## src/rtl/ihrp_pkg.sv

```systemverilog
// ihrp_pkg: shared types, result codes and character constants for the hex record parser
// no dependencies; imported by ihrp_front, ihrp_back, the core and the bench
package ihrp_pkg;

    // fixed field widths
    localparam int CNT_W  = 8;
    localparam int ADDR_W = 32;

    // result kinds
    localparam logic [2:0] K_DATA  = 3'd0;
    localparam logic [2:0] K_EMPTY = 3'd1;
    localparam logic [2:0] K_EOF   = 3'd2;
    localparam logic [2:0] K_EXT   = 3'd3;
    localparam logic [2:0] K_T05   = 3'd4;
    localparam logic [2:0] K_ERR   = 3'd5;

    // error codes
    localparam logic [2:0] E_OK    = 3'd0;
    localparam logic [2:0] E_HEX   = 3'd1;
    localparam logic [2:0] E_LEN   = 3'd2;
    localparam logic [2:0] E_SUM   = 3'd3;
    localparam logic [2:0] E_UNSUP = 3'd4;
    localparam logic [2:0] E_EXT   = 3'd5;
    localparam logic [2:0] E_EOF   = 3'd6;
    localparam logic [2:0] E_START = 3'd7;

    // record types
    localparam logic [7:0] REC_DATA  = 8'h00;
    localparam logic [7:0] REC_EOF   = 8'h01;
    localparam logic [7:0] REC_EXT   = 8'h04;
    localparam logic [7:0] REC_START = 8'h05;

    // characters
    localparam logic [7:0] CH_COLON = 8'h3A;
    localparam logic [7:0] CH_LF    = 8'h0A;
    localparam logic [7:0] CH_CR    = 8'h0D;
    localparam logic [7:0] CH_0     = 8'h30;
    localparam logic [7:0] CH_A_LC  = 8'h61;

    // line command from front to back
    typedef struct packed {
        logic             ovf;
        logic             bank;
        logic [CNT_W-1:0] cnt;
    } t_cmd;

    // buffer release from back to front
    typedef struct packed {
        logic valid;
        logic bank;
    } t_release;

    // one result item
    typedef struct packed {
        logic [2:0]        kind;
        logic [ADDR_W-1:0] address;
        logic [7:0]        data_byte;
        logic [2:0]        error_code;
        logic              last;
    } t_result;

    // hex digit decode: bit 4 is valid, bits 3:0 the value
    function automatic logic [4:0] nibble_decode(input logic [7:0] c);
        logic [7:0] d;
        logic [7:0] l;
        d = c - CH_0;
        l = (c | 8'h20) - CH_A_LC;
        if (d <= 8'd9) begin
            return {1'b1, d[3:0]};
        end else if (l <= 8'd5) begin
            return {1'b1, l[3:0] + 4'd10};
        end else begin
            return 5'd0;
        end
    endfunction

endpackage

```

## src/rtl/ihrp_ram.sv

```systemverilog
// ihrp_ram: generic simple dual-port ram, one write and one registered read port
// no dependencies
module ihrp_ram #(
    parameter int WIDTH = 8,
    parameter int DEPTH = 256
) (
    input  logic                     i_clk,
    input  logic                     i_we,
    input  logic [$clog2(DEPTH)-1:0] i_waddr,
    input  logic [WIDTH-1:0]         i_wdata,
    input  logic                     i_re,
    input  logic [$clog2(DEPTH)-1:0] i_raddr,
    output logic [WIDTH-1:0]         o_rdata
);

    logic [WIDTH-1:0] r_mem [DEPTH];
    logic [WIDTH-1:0] r_rdata;

    // write port
    always_ff @(posedge i_clk) begin
        if (i_we) begin
            r_mem[i_waddr] <= i_wdata;
        end
    end

    // registered read, holds while not enabled
    always_ff @(posedge i_clk) begin
        if (i_re) begin
            r_rdata <= r_mem[i_raddr];
        end
    end

    assign o_rdata = r_rdata;

endmodule

```

## src/rtl/ihrp_fifo.sv

```systemverilog
// ihrp_fifo: small register fifo used for the line command queue and the result queue
// no dependencies
module ihrp_fifo #(
    parameter int WIDTH = 8,
    parameter int DEPTH = 2
) (
    input  logic             i_clk,
    input  logic             i_rst_n,
    input  logic             i_push,
    input  logic [WIDTH-1:0] i_data,
    output logic             o_full,
    input  logic             i_pop,
    output logic [WIDTH-1:0] o_data,
    output logic             o_empty
);

    localparam int PW = (DEPTH > 1) ? $clog2(DEPTH) : 1;
    localparam int CW = $clog2(DEPTH + 1);

    logic [WIDTH-1:0] r_mem [DEPTH];
    logic [PW-1:0]    r_wr, n_wr;
    logic [PW-1:0]    r_rd, n_rd;
    logic [CW-1:0]    r_cnt, n_cnt;
    logic             do_push;
    logic             do_pop;

    assign o_full  = (r_cnt == CW'(DEPTH));
    assign o_empty = (r_cnt == '0);
    assign do_push = i_push && !o_full;
    assign do_pop  = i_pop && !o_empty;
    assign o_data  = r_mem[r_rd];

    // pointer and fill count update
    always_comb begin
        n_wr  = r_wr;
        n_rd  = r_rd;
        n_cnt = r_cnt;
        if (do_push) begin
            n_wr = (r_wr == PW'(DEPTH - 1)) ? '0 : r_wr + PW'(1);
        end
        if (do_pop) begin
            n_rd = (r_rd == PW'(DEPTH - 1)) ? '0 : r_rd + PW'(1);
        end
        case ({do_push, do_pop})
            2'b10:   n_cnt = r_cnt + CW'(1);
            2'b01:   n_cnt = r_cnt - CW'(1);
            default: n_cnt = r_cnt;
        endcase
    end

    always_ff @(posedge i_clk) begin
        if (!i_rst_n) begin
            r_wr  <= '0;
            r_rd  <= '0;
            r_cnt <= '0;
        end else begin
            r_wr  <= n_wr;
            r_rd  <= n_rd;
            r_cnt <= n_cnt;
        end
    end

    // storage
    always_ff @(posedge i_clk) begin
        if (do_push) begin
            r_mem[r_wr] <= i_data;
        end
    end

endmodule

```

## src/rtl/ihrp_front.sv

```systemverilog
// ihrp_front: accepts characters, fills one of two line buffers, queues line commands
// depends on ihrp_pkg
module ihrp_front #(
    parameter int LINE_MAX = 128
) (
    input  logic                          i_clk,
    input  logic                          i_rst_n,
    input  logic                          i_push,
    input  logic [7:0]                    i_char,
    output logic                          o_full,
    output logic                          o_we,
    output logic [$clog2(LINE_MAX):0]     o_waddr,
    output logic [7:0]                    o_wdata,
    output logic                          o_cmd_push,
    output ihrp_pkg::t_cmd                o_cmd,
    input  logic                          i_cmd_full,
    input  ihrp_pkg::t_release            i_release
);
    import ihrp_pkg::*;

    localparam int IW = $clog2(LINE_MAX);

    logic             r_bank, n_bank;
    logic [CNT_W-1:0] r_count, n_count;
    logic [1:0]       r_busy, n_busy;
    logic             accept;

    // stall while the buffer to fill is still being decoded or the command queue is full
    assign o_full  = r_busy[r_bank] || i_cmd_full;
    assign accept  = i_push && !o_full;
    assign o_waddr = {r_bank, r_count[IW-1:0]};
    assign o_wdata = i_char;

    // classify the item
    always_comb begin
        n_bank     = r_bank;
        n_count    = r_count;
        n_busy     = r_busy;
        o_we       = 1'b0;
        o_cmd_push = 1'b0;
        o_cmd      = '{ovf: 1'b0, bank: r_bank, cnt: r_count};
        if (i_release.valid) begin
            n_busy[i_release.bank] = 1'b0;
        end
        if (accept) begin
            if (i_char == CH_CR) begin
                n_count = r_count;
            end else if (i_char == CH_LF) begin
                if (r_count != '0) begin
                    o_cmd_push     = 1'b1;
                    n_busy[r_bank] = 1'b1;
                    n_bank         = !r_bank;
                    n_count        = '0;
                end
            end else if (r_count >= CNT_W'(LINE_MAX)) begin
                o_cmd_push = 1'b1;
                o_cmd.ovf  = 1'b1;
            end else begin
                o_we    = 1'b1;
                n_count = r_count + CNT_W'(1);
            end
        end
    end

    always_ff @(posedge i_clk) begin
        if (!i_rst_n) begin
            r_bank  <= 1'b0;
            r_count <= '0;
            r_busy  <= '0;
        end else begin
            r_bank  <= n_bank;
            r_count <= n_count;
            r_busy  <= n_busy;
        end
    end

`ifndef SYNTH
    // never overwrite a buffer under decode
    a_write_free: assert property (@(posedge i_clk) disable iff (!i_rst_n)
        o_we |-> !r_busy[r_bank])
        else $error("write into busy line buffer");

    // commands only go into a queue with room
    a_cmd_room: assert property (@(posedge i_clk) disable iff (!i_rst_n)
        o_cmd_push |-> !i_cmd_full)
        else $error("command pushed into full queue");

    // back only releases a buffer it holds
    a_release_busy: assert property (@(posedge i_clk) disable iff (!i_rst_n)
        i_release.valid |-> r_busy[i_release.bank])
        else $error("release of idle line buffer");
`endif

endmodule

```

## src/rtl/ihrp_back.sv

```systemverilog
// ihrp_back: decodes buffered lines, checks them and emits result items
// depends on ihrp_pkg; reads the line buffer ram through a registered port
module ihrp_back #(
    parameter int LINE_MAX = 128
) (
    input  logic                          i_clk,
    input  logic                          i_rst_n,
    input  logic                          i_cmd_empty,
    input  ihrp_pkg::t_cmd                i_cmd,
    output logic                          o_cmd_pop,
    output logic                          o_re,
    output logic [$clog2(LINE_MAX):0]     o_raddr,
    input  logic [7:0]                    i_rdata,
    output logic                          o_res_push,
    output ihrp_pkg::t_result             o_res,
    input  logic                          i_res_full,
    output ihrp_pkg::t_release            o_release
);
    import ihrp_pkg::*;

    localparam int IW = $clog2(LINE_MAX);

    typedef enum logic [6:0] {
        S_IDLE     = 7'b0000001,
        S_SCAN     = 7'b0000010,
        S_CHECK    = 7'b0000100,
        S_SINGLE   = 7'b0001000,
        S_EMIT_HI  = 7'b0010000,
        S_EMIT_LO  = 7'b0100000,
        S_EMIT_PUT = 7'b1000000
    } t_bstate;

    t_bstate          r_state, n_state;
    logic             r_halt, n_halt;
    logic [15:0]      r_upper, n_upper;
    logic             r_pv, n_pv;
    logic             r_bank, n_bank;
    logic [CNT_W-1:0] r_n, n_n;
    logic [CNT_W-1:0] r_rd_idx, n_rd_idx;
    logic [CNT_W-1:0] r_len, n_len;
    logic [31:0]      r_addr, n_addr;
    t_result          r_res, n_res;

    // scan results (payload)
    logic [CNT_W-1:0] r_pidx;
    logic [3:0]       r_hi;
    logic             r_hex_bad;
    logic             r_start_bad;
    logic [7:0]       r_sum;
    logic [7:0]       r_hdr [6];

    logic             start_line;
    logic [4:0]       nib;
    logic [7:0]       scan_byte;
    logic [CNT_W-1:0] hdr_j;
    logic [CNT_W-1:0] cnt_b;
    logic             len_bad;
    logic             field_bad;
    logic [2:0]       chk_err;
    logic [31:0]      base;
    t_result          data_res;

    assign nib       = nibble_decode(i_rdata);
    assign scan_byte = {r_hi, nib[3:0]};
    assign hdr_j     = (r_pidx >> 1) - CNT_W'(1);
    assign o_raddr   = {r_bank, r_rd_idx[IW-1:0]};

    // line checks in priority order
    assign cnt_b     = (r_n - CNT_W'(1)) >> 1;
    assign len_bad   = !r_n[0] || (r_n < CNT_W'(11));
    assign field_bad = (r_hdr[0] != cnt_b - CNT_W'(5));
    assign base      = {r_upper, r_hdr[1], r_hdr[2]};

    always_comb begin
        if (r_start_bad) begin
            chk_err = E_START;
        end else if (len_bad) begin
            chk_err = E_LEN;
        end else if (r_hex_bad) begin
            chk_err = E_HEX;
        end else if (field_bad) begin
            chk_err = E_LEN;
        end else if (r_sum != 8'd0) begin
            chk_err = E_SUM;
        end else begin
            chk_err = E_OK;
        end
    end

    // data byte item assembled from the held read data
    always_comb begin
        data_res            = '0;
        data_res.kind       = K_DATA;
        data_res.address    = r_addr;
        data_res.data_byte  = scan_byte;
        data_res.error_code = E_OK;
        data_res.last       = (r_len == CNT_W'(1));
    end

    assign o_res = (r_state == S_EMIT_PUT) ? data_res : r_res;

    // sequencer
    always_comb begin
        n_state    = r_state;
        n_halt     = r_halt;
        n_upper    = r_upper;
        n_bank     = r_bank;
        n_n        = r_n;
        n_rd_idx   = r_rd_idx;
        n_len      = r_len;
        n_addr     = r_addr;
        n_res      = r_res;
        n_pv       = 1'b0;
        o_cmd_pop  = 1'b0;
        o_re       = 1'b0;
        o_res_push = 1'b0;
        o_release  = '0;
        start_line = 1'b0;
        case (r_state)
            S_IDLE: begin
                if (!i_cmd_empty) begin
                    o_cmd_pop = 1'b1;
                    if (r_halt) begin
                        o_release.valid = !i_cmd.ovf;
                        o_release.bank  = i_cmd.bank;
                    end else if (i_cmd.ovf) begin
                        n_halt           = 1'b1;
                        n_res            = '0;
                        n_res.kind       = K_ERR;
                        n_res.error_code = E_LEN;
                        n_res.last       = 1'b1;
                        n_state          = S_SINGLE;
                    end else begin
                        start_line = 1'b1;
                        n_bank     = i_cmd.bank;
                        n_n        = i_cmd.cnt;
                        n_rd_idx   = '0;
                        n_state    = S_SCAN;
                    end
                end
            end
            S_SCAN: begin
                if (r_rd_idx < r_n) begin
                    o_re     = 1'b1;
                    n_pv     = 1'b1;
                    n_rd_idx = r_rd_idx + CNT_W'(1);
                end else if (!r_pv) begin
                    n_state = S_CHECK;
                end
            end
            S_CHECK: begin
                o_release.valid = 1'b1;
                o_release.bank  = r_bank;
                n_res           = '0;
                n_res.last      = 1'b1;
                n_state         = S_SINGLE;
                if (chk_err != E_OK) begin
                    n_halt           = 1'b1;
                    n_res.kind       = K_ERR;
                    n_res.error_code = chk_err;
                end else begin
                    case (r_hdr[3])
                        REC_DATA: begin
                            if (r_hdr[0] == 8'd0) begin
                                n_res.kind    = K_EMPTY;
                                n_res.address = base;
                            end else begin
                                o_release.valid = 1'b0;
                                n_len           = r_hdr[0];
                                n_addr          = base;
                                n_rd_idx        = CNT_W'(9);
                                n_state         = S_EMIT_HI;
                            end
                        end
                        REC_EOF: begin
                            n_halt = 1'b1;
                            if (r_hdr[0] != 8'd0 || r_hdr[1] != 8'd0 || r_hdr[2] != 8'd0) begin
                                n_res.kind       = K_ERR;
                                n_res.error_code = E_EOF;
                            end else begin
                                n_res.kind = K_EOF;
                            end
                        end
                        REC_EXT: begin
                            if (r_hdr[0] != 8'd2 || r_hdr[1] != 8'd0 || r_hdr[2] != 8'd0) begin
                                n_halt           = 1'b1;
                                n_res.kind       = K_ERR;
                                n_res.error_code = E_EXT;
                            end else begin
                                n_upper       = {r_hdr[4], r_hdr[5]};
                                n_res.kind    = K_EXT;
                                n_res.address = {r_hdr[4], r_hdr[5], 16'h0000};
                            end
                        end
                        REC_START: begin
                            n_res.kind = K_T05;
                        end
                        default: begin
                            n_halt           = 1'b1;
                            n_res.kind       = K_ERR;
                            n_res.error_code = E_UNSUP;
                        end
                    endcase
                end
            end
            S_SINGLE: begin
                if (!i_res_full) begin
                    o_res_push = 1'b1;
                    n_state    = S_IDLE;
                end
            end
            S_EMIT_HI: begin
                o_re     = 1'b1;
                n_rd_idx = r_rd_idx + CNT_W'(1);
                n_state  = S_EMIT_LO;
            end
            S_EMIT_LO: begin
                o_re     = 1'b1;
                n_rd_idx = r_rd_idx + CNT_W'(1);
                n_state  = S_EMIT_PUT;
            end
            S_EMIT_PUT: begin
                if (!i_res_full) begin
                    o_res_push = 1'b1;
                    n_addr     = r_addr + 32'd1;
                    n_len      = r_len - CNT_W'(1);
                    if (r_len == CNT_W'(1)) begin
                        o_release.valid = 1'b1;
                        o_release.bank  = r_bank;
                        n_state         = S_IDLE;
                    end else begin
                        n_state = S_EMIT_HI;
                    end
                end
            end
            default: begin
                n_state = S_IDLE;
            end
        endcase
    end

    // control registers
    always_ff @(posedge i_clk) begin
        if (!i_rst_n) begin
            r_state <= S_IDLE;
            r_halt  <= 1'b0;
            r_upper <= '0;
            r_pv    <= 1'b0;
        end else begin
            r_state <= n_state;
            r_halt  <= n_halt;
            r_upper <= n_upper;
            r_pv    <= n_pv;
        end
    end

    // payload registers
    always_ff @(posedge i_clk) begin
        r_bank   <= n_bank;
        r_n      <= n_n;
        r_rd_idx <= n_rd_idx;
        r_len    <= n_len;
        r_addr   <= n_addr;
        r_res    <= n_res;
        r_pidx   <= r_rd_idx;
    end

    // scan of returned characters: start, hex digits, sum, header bytes
    always_ff @(posedge i_clk) begin
        if (start_line) begin
            r_hex_bad   <= 1'b0;
            r_start_bad <= 1'b0;
            r_sum       <= 8'd0;
        end else if (r_pv) begin
            if (r_pidx == '0) begin
                r_start_bad <= (i_rdata != CH_COLON);
            end else if (r_pidx[0]) begin
                r_hi      <= nib[3:0];
                r_hex_bad <= r_hex_bad || !nib[4];
            end else begin
                r_hex_bad <= r_hex_bad || !nib[4];
                r_sum     <= r_sum + scan_byte;
                if (r_pidx <= CNT_W'(12)) begin
                    r_hdr[hdr_j[2:0]] <= scan_byte;
                end
            end
        end
        if (r_state == S_EMIT_LO) begin
            r_hi <= nib[3:0];
        end
    end

`ifndef SYNTH
    // results only go into a queue with room
    a_res_room: assert property (@(posedge i_clk) disable iff (!i_rst_n)
        o_res_push |-> !i_res_full)
        else $error("result pushed into full queue");

    // errors and eof stay in force
    a_halt_sticky: assert property (@(posedge i_clk) disable iff (!i_rst_n)
        r_halt |=> r_halt)
        else $error("halt cleared");

    // an error item leaves the block halted
    a_err_halts: assert property (@(posedge i_clk) disable iff (!i_rst_n)
        (o_res_push && o_res.kind == K_ERR) |-> r_halt)
        else $error("error item without halt");

    // data items come from the emit step only
    a_data_emit: assert property (@(posedge i_clk) disable iff (!i_rst_n)
        (o_res_push && o_res.kind == K_DATA) |-> (r_state == S_EMIT_PUT))
        else $error("data item outside emit");
`endif

endmodule

```

## src/rtl/intel_hex_record_parser_core.sv

```systemverilog
// intel_hex_record_parser_core: a character is accepted per cycle while full is low; full stays
// high while the next line buffer is still being decoded. A line is decoded by a scan of its
// characters and a check, then each data byte by its own emit steps (high digit, low digit, put)
// through the single registered ram read port; a queued result shows in the cycle after its push.
// Synchronous active-low reset clears all control state; the line buffers need no clearing.
// depends on ihrp_pkg, ihrp_front, ihrp_back, ihrp_fifo, ihrp_ram
module intel_hex_record_parser_core #(
    parameter int LINE_MAX = 128
) (
    input  logic        i_clk,
    input  logic        i_rst_n,
    input  logic        push,
    output logic        full,
    input  logic [7:0]  i_char_in,
    output logic        empty,
    input  logic        pop,
    output logic [2:0]  o_kind,
    output logic [31:0] o_address,
    output logic [7:0]  o_data_byte,
    output logic [2:0]  o_error_code,
    output logic        o_last
);
    import ihrp_pkg::*;

    localparam int AW = $clog2(LINE_MAX) + 1;

    logic                   we;
    logic [AW-1:0]          waddr;
    logic [7:0]             wdata;
    logic                   re;
    logic [AW-1:0]          raddr;
    logic [7:0]             rdata;
    logic                   cmd_push;
    t_cmd                   cmd_in;
    logic                   cmd_full;
    logic                   cmd_pop;
    logic [$bits(t_cmd)-1:0] cmd_vec;
    t_cmd                   cmd_out;
    logic                   cmd_empty;
    t_release               release_s;
    logic                   res_push;
    t_result                res_in;
    logic                   res_full;
    logic [$bits(t_result)-1:0] res_vec;
    t_result                res_out;

    // front: accept and buffer characters
    ihrp_front #(.LINE_MAX(LINE_MAX)) u_front (
        .i_clk      (i_clk),
        .i_rst_n    (i_rst_n),
        .i_push     (push),
        .i_char     (i_char_in),
        .o_full     (full),
        .o_we       (we),
        .o_waddr    (waddr),
        .o_wdata    (wdata),
        .o_cmd_push (cmd_push),
        .o_cmd      (cmd_in),
        .i_cmd_full (cmd_full),
        .i_release  (release_s)
    );

    // two line buffers in one ram
    ihrp_ram #(.WIDTH(8), .DEPTH(2 ** AW)) u_line_ram (
        .i_clk   (i_clk),
        .i_we    (we),
        .i_waddr (waddr),
        .i_wdata (wdata),
        .i_re    (re),
        .i_raddr (raddr),
        .o_rdata (rdata)
    );

    // line command queue
    ihrp_fifo #(.WIDTH($bits(t_cmd)), .DEPTH(2)) u_cmd_q (
        .i_clk   (i_clk),
        .i_rst_n (i_rst_n),
        .i_push  (cmd_push),
        .i_data  (cmd_in),
        .o_full  (cmd_full),
        .i_pop   (cmd_pop),
        .o_data  (cmd_vec),
        .o_empty (cmd_empty)
    );

    assign cmd_out = t_cmd'(cmd_vec);

    // back: decode lines and emit items
    ihrp_back #(.LINE_MAX(LINE_MAX)) u_back (
        .i_clk       (i_clk),
        .i_rst_n     (i_rst_n),
        .i_cmd_empty (cmd_empty),
        .i_cmd       (cmd_out),
        .o_cmd_pop   (cmd_pop),
        .o_re        (re),
        .o_raddr     (raddr),
        .i_rdata     (rdata),
        .o_res_push  (res_push),
        .o_res       (res_in),
        .i_res_full  (res_full),
        .o_release   (release_s)
    );

    // result queue
    ihrp_fifo #(.WIDTH($bits(t_result)), .DEPTH(2)) u_res_q (
        .i_clk   (i_clk),
        .i_rst_n (i_rst_n),
        .i_push  (res_push),
        .i_data  (res_in),
        .o_full  (res_full),
        .i_pop   (pop),
        .o_data  (res_vec),
        .o_empty (empty)
    );

    assign res_out      = t_result'(res_vec);
    assign o_kind       = res_out.kind;
    assign o_address    = res_out.address;
    assign o_data_byte  = res_out.data_byte;
    assign o_error_code = res_out.error_code;
    assign o_last       = res_out.last;

endmodule

```

## config.mk

```make
export PLATFORM = sky130hd
export DESIGN_NAME = intel_hex_record_parser_core
export DESIGN_NICKNAME = d
export VERILOG_FILES = /design/src/rtl/ihrp_pkg.sv /design/src/rtl/ihrp_ram.sv /design/src/rtl/ihrp_fifo.sv /design/src/rtl/ihrp_front.sv /design/src/rtl/ihrp_back.sv /design/src/rtl/intel_hex_record_parser_core.sv
export SDC_FILE = /design/constraint.sdc
export NUM_CORES = 2
export LEC_CHECK = 0
export CORE_UTILIZATION = 53
export CTS_CLUSTER_SIZE = 40
export DETAILED_ROUTE_END_ITERATION = 16
export DONT_BUFFER_PORTS = 1
export PLACE_DENSITY = 0.74
export SLEW_MARGIN = 15
export SYNTH_ARGS = -nofsm -noshare
export SYNTH_HDL_FRONTEND = slang
export SYNTH_SLANG_ARGS = --single-unit
```

## constraint.sdc

```tcl
create_clock -name i_clk -period 10 [get_ports i_clk]
set_input_delay 2.5 -clock i_clk [delete_from_list [all_inputs] [get_ports i_clk]]
set_output_delay 2.5 -clock i_clk [all_outputs]
set_load 0.02 [all_outputs]
```

# Word level (Yosys, flattened, before mapping)
# Memories as Yosys holds them, arrays and structs flattened. A register that Yosys moved wholly into a read port is not among the register bits.
# Index checks and enable logic that the tools add are counted.
dict set report word_totals {
  ff_bits 170
  latch_bits 0
  ramBits 2210
  romBits 0
  in_bits 12
  output_inout_bits 49
  word_cells 302
  n_memories 4
}
# memory words word_bits rd rd_ports_with_merged_regs wr line
set memory_table {}
lappend memory_table {u_line_ram.r_mem 256 8 1 1 1 ihrp_ram.sv:16} ;# logic [WIDTH-1:0] r_mem [DEPTH];
lappend memory_table {u_res_q.r_mem 2 47 1 1 1 ihrp_fifo.sv:20} ;# logic [WIDTH-1:0] r_mem [DEPTH];
lappend memory_table {u_back.r_hdr 6 8 6 0 1 ihrp_back.sv:50} ;# logic [7:0] r_hdr [6];
lappend memory_table {u_cmd_q.r_mem 2 10 1 1 1 ihrp_fifo.sv:20}
dict set report op_classes {
  n_addsub 19
  multipliers 0
  div 0
  magnitude_cmp 10
  eq_ne 40
  shifts 0
  muxes 132
  bitwise 11
  reduce_logical 58
}
# cell n
set ops {}
lappend ops {{2-to-1 mux 32 bit} 6}
lappend ops {{2-to-1 mux 47 bit} 4}
lappend ops {{one-hot mux 32 bit (2 select lines)} 2}
lappend ops {{2-to-1 mux 8 bit} 14}
lappend ops {{one-hot mux 47 bit (2 select lines)} 1}
lappend ops {{2-to-1 mux 7 bit} 8}
lappend ops {{2-to-1 mux 1 bit} 53}
lappend ops {{one-hot mux 7 bit (7 select lines)} 1}
lappend ops {{nonzero test 8 bit} 5}
lappend ops {{2-to-1 mux 33 bit} 1}
lappend ops {{adder 32 x 1 -> 32 bit (second input constant)} 1}
lappend ops {{one-hot mux 8 bit (4 select lines)} 1}
lappend ops {{2-to-1 mux 3 bit} 10}
lappend ops {{AND reduction 4 bit} 7}
lappend ops {{inequality test 2 bit (second input constant)} 13}
lappend ops {{logical NOT 8 bit} 3}
lappend ops {{2-to-1 mux 4 bit} 6}
lappend ops {{2-to-1 mux 2 bit} 10}
lappend ops {{2-to-1 mux 5 bit} 4}
lappend ops {{adder 8 x 1 -> 8 bit (second input constant)} 2}
lappend ops {{equality test 8 x 1 -> 1 bit (second input constant)} 2}
lappend ops {{equality test 8 x 3 -> 1 bit (second input constant)} 2}
lappend ops {{equality test 8 x 4 -> 1 bit (second input constant)} 2}
lappend ops {{<= comparator 8 x 4 -> 1 bit (second input constant)} 2}
lappend ops {{other kinds (55)} 110}

# Depth between registers and ports, before layout
dict set report depth {
  word_depth 22
  mapped_depth 19
  ltp_nobuf 19
}

# By module
# A second synthesis with hierarchy kept.
dict set report hier_totals {
  hier_cells 5017
  area_unflattened_um2 94753.4
}
# module n_inst cells_each area_each_um2 seq_area_each_um2
set by_module_without_submodules {}
lappend by_module_without_submodules {ihrp_ram 1 3733 79636.4 61739.2}
lappend by_module_without_submodules {ihrp_back 1 947 9713.1 5275.1}
lappend by_module_without_submodules {{ihrp_fifo at u_res_q} 1 172 3613.5 2922.8}
lappend by_module_without_submodules {{ihrp_fifo at u_cmd_q} 1 58 945.9 700.7}
lappend by_module_without_submodules {ihrp_front 1 107 844.6 220.2}

# Least setup slack after synthesis
# OpenSTA, ideal clock, no wires.
dict set report synth_timing {
  path_kind {register to register}
  startpoint {reg u_back.r_n[0]}
  endpoint {reg u_back.r_addr[0] (enable)}
  setup_ns 0.493
  t_arrival_ns 5.400
  required_time_ns 9.507
  path_slack_ns 4.107
  path_stages_with_launch 11
  path_buffers 1
  synth_period_minus_slack_ns 5.893
  cell_sequence {edfxtp_1 -> inv_1 -> ha_1 -> or3b_1 -> clkbuf_2 -> or4_4 -> a2111oi_2 -> a311oi_1 -> o22ai_2 -> nand4_1 -> o21ai_0}
}
dict set report synth_between {
  elab_chain_len 10
  elab_cells_between_ends 13
  cone_classes {2 x add/sub; 1 x order compare; 2 x eq/ne; 4 x mux; 4 x reduce/logical}
}
# element line
set synth_rtl {}
lappend synth_rtl {{start: declaration} ihrp_back.sv:38} ;# logic [CNT_W-1:0] r_n, n_n;
lappend synth_rtl {{start signal: assignment} ihrp_back.sv:260} ;# r_n <= n_n;
lappend synth_rtl {{subtractor 8 x 1 -> 8 bit} ihrp_back.sv:69} ;# assign cnt_b = (r_n - CNT_W'(1)) >> 1;
lappend synth_rtl {{subtractor 7 x 3 -> 8 bit} ihrp_back.sv:71} ;# assign field_bad = (r_hdr[0] != cnt_b - CNT_W'(5));
lappend synth_rtl {{inequality test 8 bit} ihrp_back.sv:71}
lappend synth_rtl {{2-to-1 mux 3 bit} ihrp_back.sv:81} ;# end else if (field_bad) begin
lappend synth_rtl {{2-to-1 mux 3 bit} ihrp_back.sv:79} ;# end else if (r_hex_bad) begin
lappend synth_rtl {{2-to-1 mux 3 bit (*)} ihrp_back.sv:77} ;# end else if (len_bad) begin
lappend synth_rtl {{2-to-1 mux 3 bit (*)} ihrp_back.sv:75} ;# if (r_start_bad) begin
lappend synth_rtl {{nonzero test 3 bit (*)} ihrp_back.sv:157} ;# if (chk_err != E_OK) begin
lappend synth_rtl {{inequality test 2 bit (no source line) (*)} n/a}
lappend synth_rtl {{AND reduction 5 bit (no source line) (*)} n/a}
lappend synth_rtl {{end signal: assignment} ihrp_back.sv:263} ;# r_addr <= n_addr;
lappend synth_rtl {{end: declaration} ihrp_back.sv:41} ;# logic [31:0] r_addr, n_addr;
# Mark *: on every way between the ends. The rest lies on a longest branch, timed or not.
# A chain may end at the register's enable or synchronous reset.

# Worst setup path in the final report
dict set report layout_timing {
  startpoint {in i_char_in[7]}
  endpoint {mem u_line_ram.r_mem[1312][2], in the netlist u_line_ram.r_mem[164][2] (enable)}
}
dict set report layout_between {
  elab_chain_len 6
  elab_cells_between_ends 7
  cone_classes {2 x eq/ne; 5 x mux}
}
# element line
set layout_rtl {}
lappend layout_rtl {{start: declaration} intel_hex_record_parser_core.sv:14} ;# input logic [7:0] i_char_in,
lappend layout_rtl {{equality test 8 x 4 -> 1 bit} ihrp_front.sv:48} ;# end else if (i_char == CH_LF) begin
lappend layout_rtl {{2-to-1 mux 1 bit} ihrp_front.sv:48}
lappend layout_rtl {{2-to-1 mux 1 bit (*)} ihrp_front.sv:46} ;# if (i_char == CH_CR) begin
lappend layout_rtl {{2-to-1 mux 1 bit (*)} ihrp_front.sv:45} ;# if (accept) begin
lappend layout_rtl {{2-to-1 mux 1 bit (*)} ihrp_ram.sv:21} ;# if (i_we) begin
lappend layout_rtl {{2-to-1 mux 1 bit (not written as such) (*)} ihrp_ram.sv:22} ;# r_mem[i_waddr] <= i_wdata;
lappend layout_rtl {{end: declaration} ihrp_ram.sv:16}
# Marked as above.

==> impl_metrics.tcl <==
set metrics [dict create \
    place.gp.congestion 0.8756 \
    synth_xor_area_share_pct 0.7181 \
    die_w_um 424.5 \
    ys_types 74 \
    dpl.hpwl_um 129600 \
    synth_top_area_share_pct 73.54 \
    worst_ep_arrival_time_ns 6.82 \
    routed_wl_um 230300 \
    synth_top_family_by_area "multiplexers" \
    worst_clock_skew_ns 0.07687 \
    swShare_pct 27.49 \
    cts_resized 0 \
    vias 50940 \
    final_max_slew_viol_count 0 \
    rsz0062_at_grt "false" \
    setup_viol 0 \
    crit_path_top_delay_cell "nand2_1" \
    clkPwrFrac_pct 35.2 \
    path_class "primary input to flop" \
    synth_nets 5373 \
    ys_ff_latch 2381 \
    portBuffers 0 \
    netlist_area_um2 94610 \
    synth_edf_count 2317 \
    start_util_pct 53.54 \
    yosysMostFrequentCell "edfxtp_1" \
    p_sw_uw 6700 \
    grt_first_pass_wirelength_um 334700 \
    max_cap_viol_count 0 \
    finalHoldViolations 0 \
    synth_simple_gate_area_share_pct 4.506 \
    synthTopCellsByCount "edfxtp_1, mux2i_1, nor2_1" \
    maxSlewHeadroom_pct 19.46 \
    row_count 154 \
    io_pins 61 \
    ys_seq_area_share_pct 74.90 \
    cts_tree "built" \
    hold_buffers 0 \
    peakVddDrop_mv 0.1833 \
    yosysWarnings 0 \
    cts-root-buf "clkbuf_16" \
    insertion_delay_ns 0.87 \
    path_clk_slew_ns 0.07 \
    grt.overflow.total 0 \
    cp_max_fo 257 \
    clock_path_buffers 3 \
    die-area_um2 180200 \
    p_leak_uw 0.03304 \
    synthMuxAreaShare_pct 12.52 \
    grt_pass1_vias 49450 \
    synthCells 5327 \
    clock.fmax_ghz 0.1574 \
    async_reset_ff_share_pct 0 \
    firstDrtPassIters 8 \
    max_stage_delay_ns 0.85 \
    synth_compound_area_share_pct 5.416 \
    tightest_slew_ns 1.204 \
    clock-sinks 2381 \
    final_util_pct 59.07 \
    comb_power_share_pct 19.3 \
    cts_buffers 220 \
    yosys.area.top_type "edfxtp_1" \
    cp_cell_sequence "nor4_1 > nand4_1 > nand4_1 > nor3_1 > nand2_1 > nor2_1 > nand2_1 > nor2_1" \
    place_worst_setup_slack_ns 3.168 \
    worst_setup_path_end_kind "flop" \
    synth_fa_ha_area_share_pct 0.4576 \
    rrSetupSlack_ns 4.90 \
    area_growth_pct 10.33 \
    grt_max_degree 259 \
    power_density_nw_per_um2 233.5 \
    routedWlPerCell_um 29.40 \
    internal-power_uw 17670 \
    startpoint_type "primary input" \
    drtIter0Drc 6911 \
    post-route-min-period_ns 6.352 \
    fin_crit_sh_pct 63.52 \
    ys_top_cells_by_area "edfxtp_1, mux4_2, mux2i_1, o221ai_1, nor2_1" \
    outcome "complete, no violations" \
    vias_per_cell 6.503 \
    antenna_found_initial 14 \
    drtAntennaViolNets 0 \
    hold_class "flop to flop" \
    fin_ws_ns 3.648 \
    die_y_um 424.5 \
    nNetsFinal 5341 \
    drc 0 \
    gr-usage-all-layers_pct 25.43 \
    pwr-share-seq_pct 45.5 \
    fp.coreArea_um2 176700 \
    setup_tns_ns 0 \
    cts_setup_buffers 0 \
    cp.required_ns 10.47 \
    cts_max_level 4 \
    avgSynthCellArea_um2 17.76 \
    synthFlopType "edfxtp_1" \
    drive_gt1_share_pct 14.23 \
]
## worst max-delay path: cells and delay by family
kind	cells	cell delay, ns
simple gates	8	3.98
## cells in the final DEF, fill, tap and decap left out, types with 17 or more instances in the layout
cell type and n:
edfxtp_1 2317, mux2i_1 482, nor2_1 366, nand2_1 315, mux4_2 283, o221ai_1 237, clkbuf_16 223, o22ai_1 120
a211oi_1 105, o21ai_0 87, a21oi_1 64, dfxtp_1 63, mux2_2 57, buf_4 53, xnor2_1 44, clkinv_2 42
clkinv_1 41, inv_1 34, and2_1 33, ha_1 33, xor2_1 31, nor3_1 30, clkbuf_1 30, nand4_1 29
clkinvlp_4 29, bufinv_16 29, nand3_1 26, or4_1 25, nor4_1 23, nand2b_1 20, o31ai_1 20, a22oi_1 18
nor2b_1 17
## registers in the layout, summed over array words and instances (netlist names), 16 cells and up, named ones only
signal / cells
u_back.r_addr: 32
u_back.r_hdr: 48
u_back.r_upper: 16
u_res_q.r_mem: 94
u_cmd_q.r_mem: 20
u_back.r_res: 38
u_line_ram.r_mem: 2048
## final cells by class
type	instances	area (um2)
fillers	12480	72320
flip-flops and latches	2381	70860
multi-input cells	2597	22440
clock buffers	253	5693
well taps	2340	2928
clock inverters	162	1799
repair buffers	58	498.0
inverters	37	141.4
diodes	5	12.51
## power by group through the flow
| stage | clock network [uW] | logic, uW | registers [uW] |
|---|---|---|---|
| floorplan | 0 | 3320 | 11200 |
| global placement | 0 | 4550 | 11300 |
| detailed placement | 0 | 4610 | 11300 |
| CTS | 8660 | 4640 | 11100 |
| global route | 9040 | 4920 | 11100 |
| finish | 8580 | 4710 | 11100 |
## worst paths after layout
| kind | cells past startpoint | from | end |
|---|---|---|---|
| setup / recovery | 8 | i_char_in[7] | u_line_ram.r_mem[164][2] |
| hold / removal | 2 | u_back.r_upper[2] | u_back.r_upper[2] |
| setup reg to reg | 7 | u_front.r_bank | u_line_ram.r_mem[164][2] |
| hold reg to reg | 2 | u_back.r_upper[2] | u_back.r_upper[2] |
## cells by family after synthesis
family | after synthesis
xor+xnor | 76
fa+ha+maj | 34
flops | 2381
mux | 822
compound gates | 708
simple gates | 957
buf+inv | 349
## metrics by stage
step | cells | instance area [um2] | power, uW | hold WS [ns]
after floorplan | 5327 | 94610 | 14560 | 0.3746
after global placement | 7413 | 96870 | 15850 | 0.4533
after detailed placement | 7413 | 96870 | 15910 | 0.4692
after CTS | 7828 | 104400 | 24380 | 0.4862
after global routing | 7829 | 104400 | 25040 | 0.5054
final | 7833 | 104400 | 24370 | 0.4862
## layer usage
| metal | vias up | GRT usage, % | part of all wire (%) |
|---|---|---|---|
| met5 | - | 0 | 0.041 |
| met4 | 14 | 9.567 | 3.8 |
| met3 | 513 | 5.558 | 11 |
| met2 | 3215 | 39.15 | 46 |
| met1 | 25700 | 35.81 | 39 |
| li1 | 21490 | - | - |
Power figures use the tool's default switching activity.
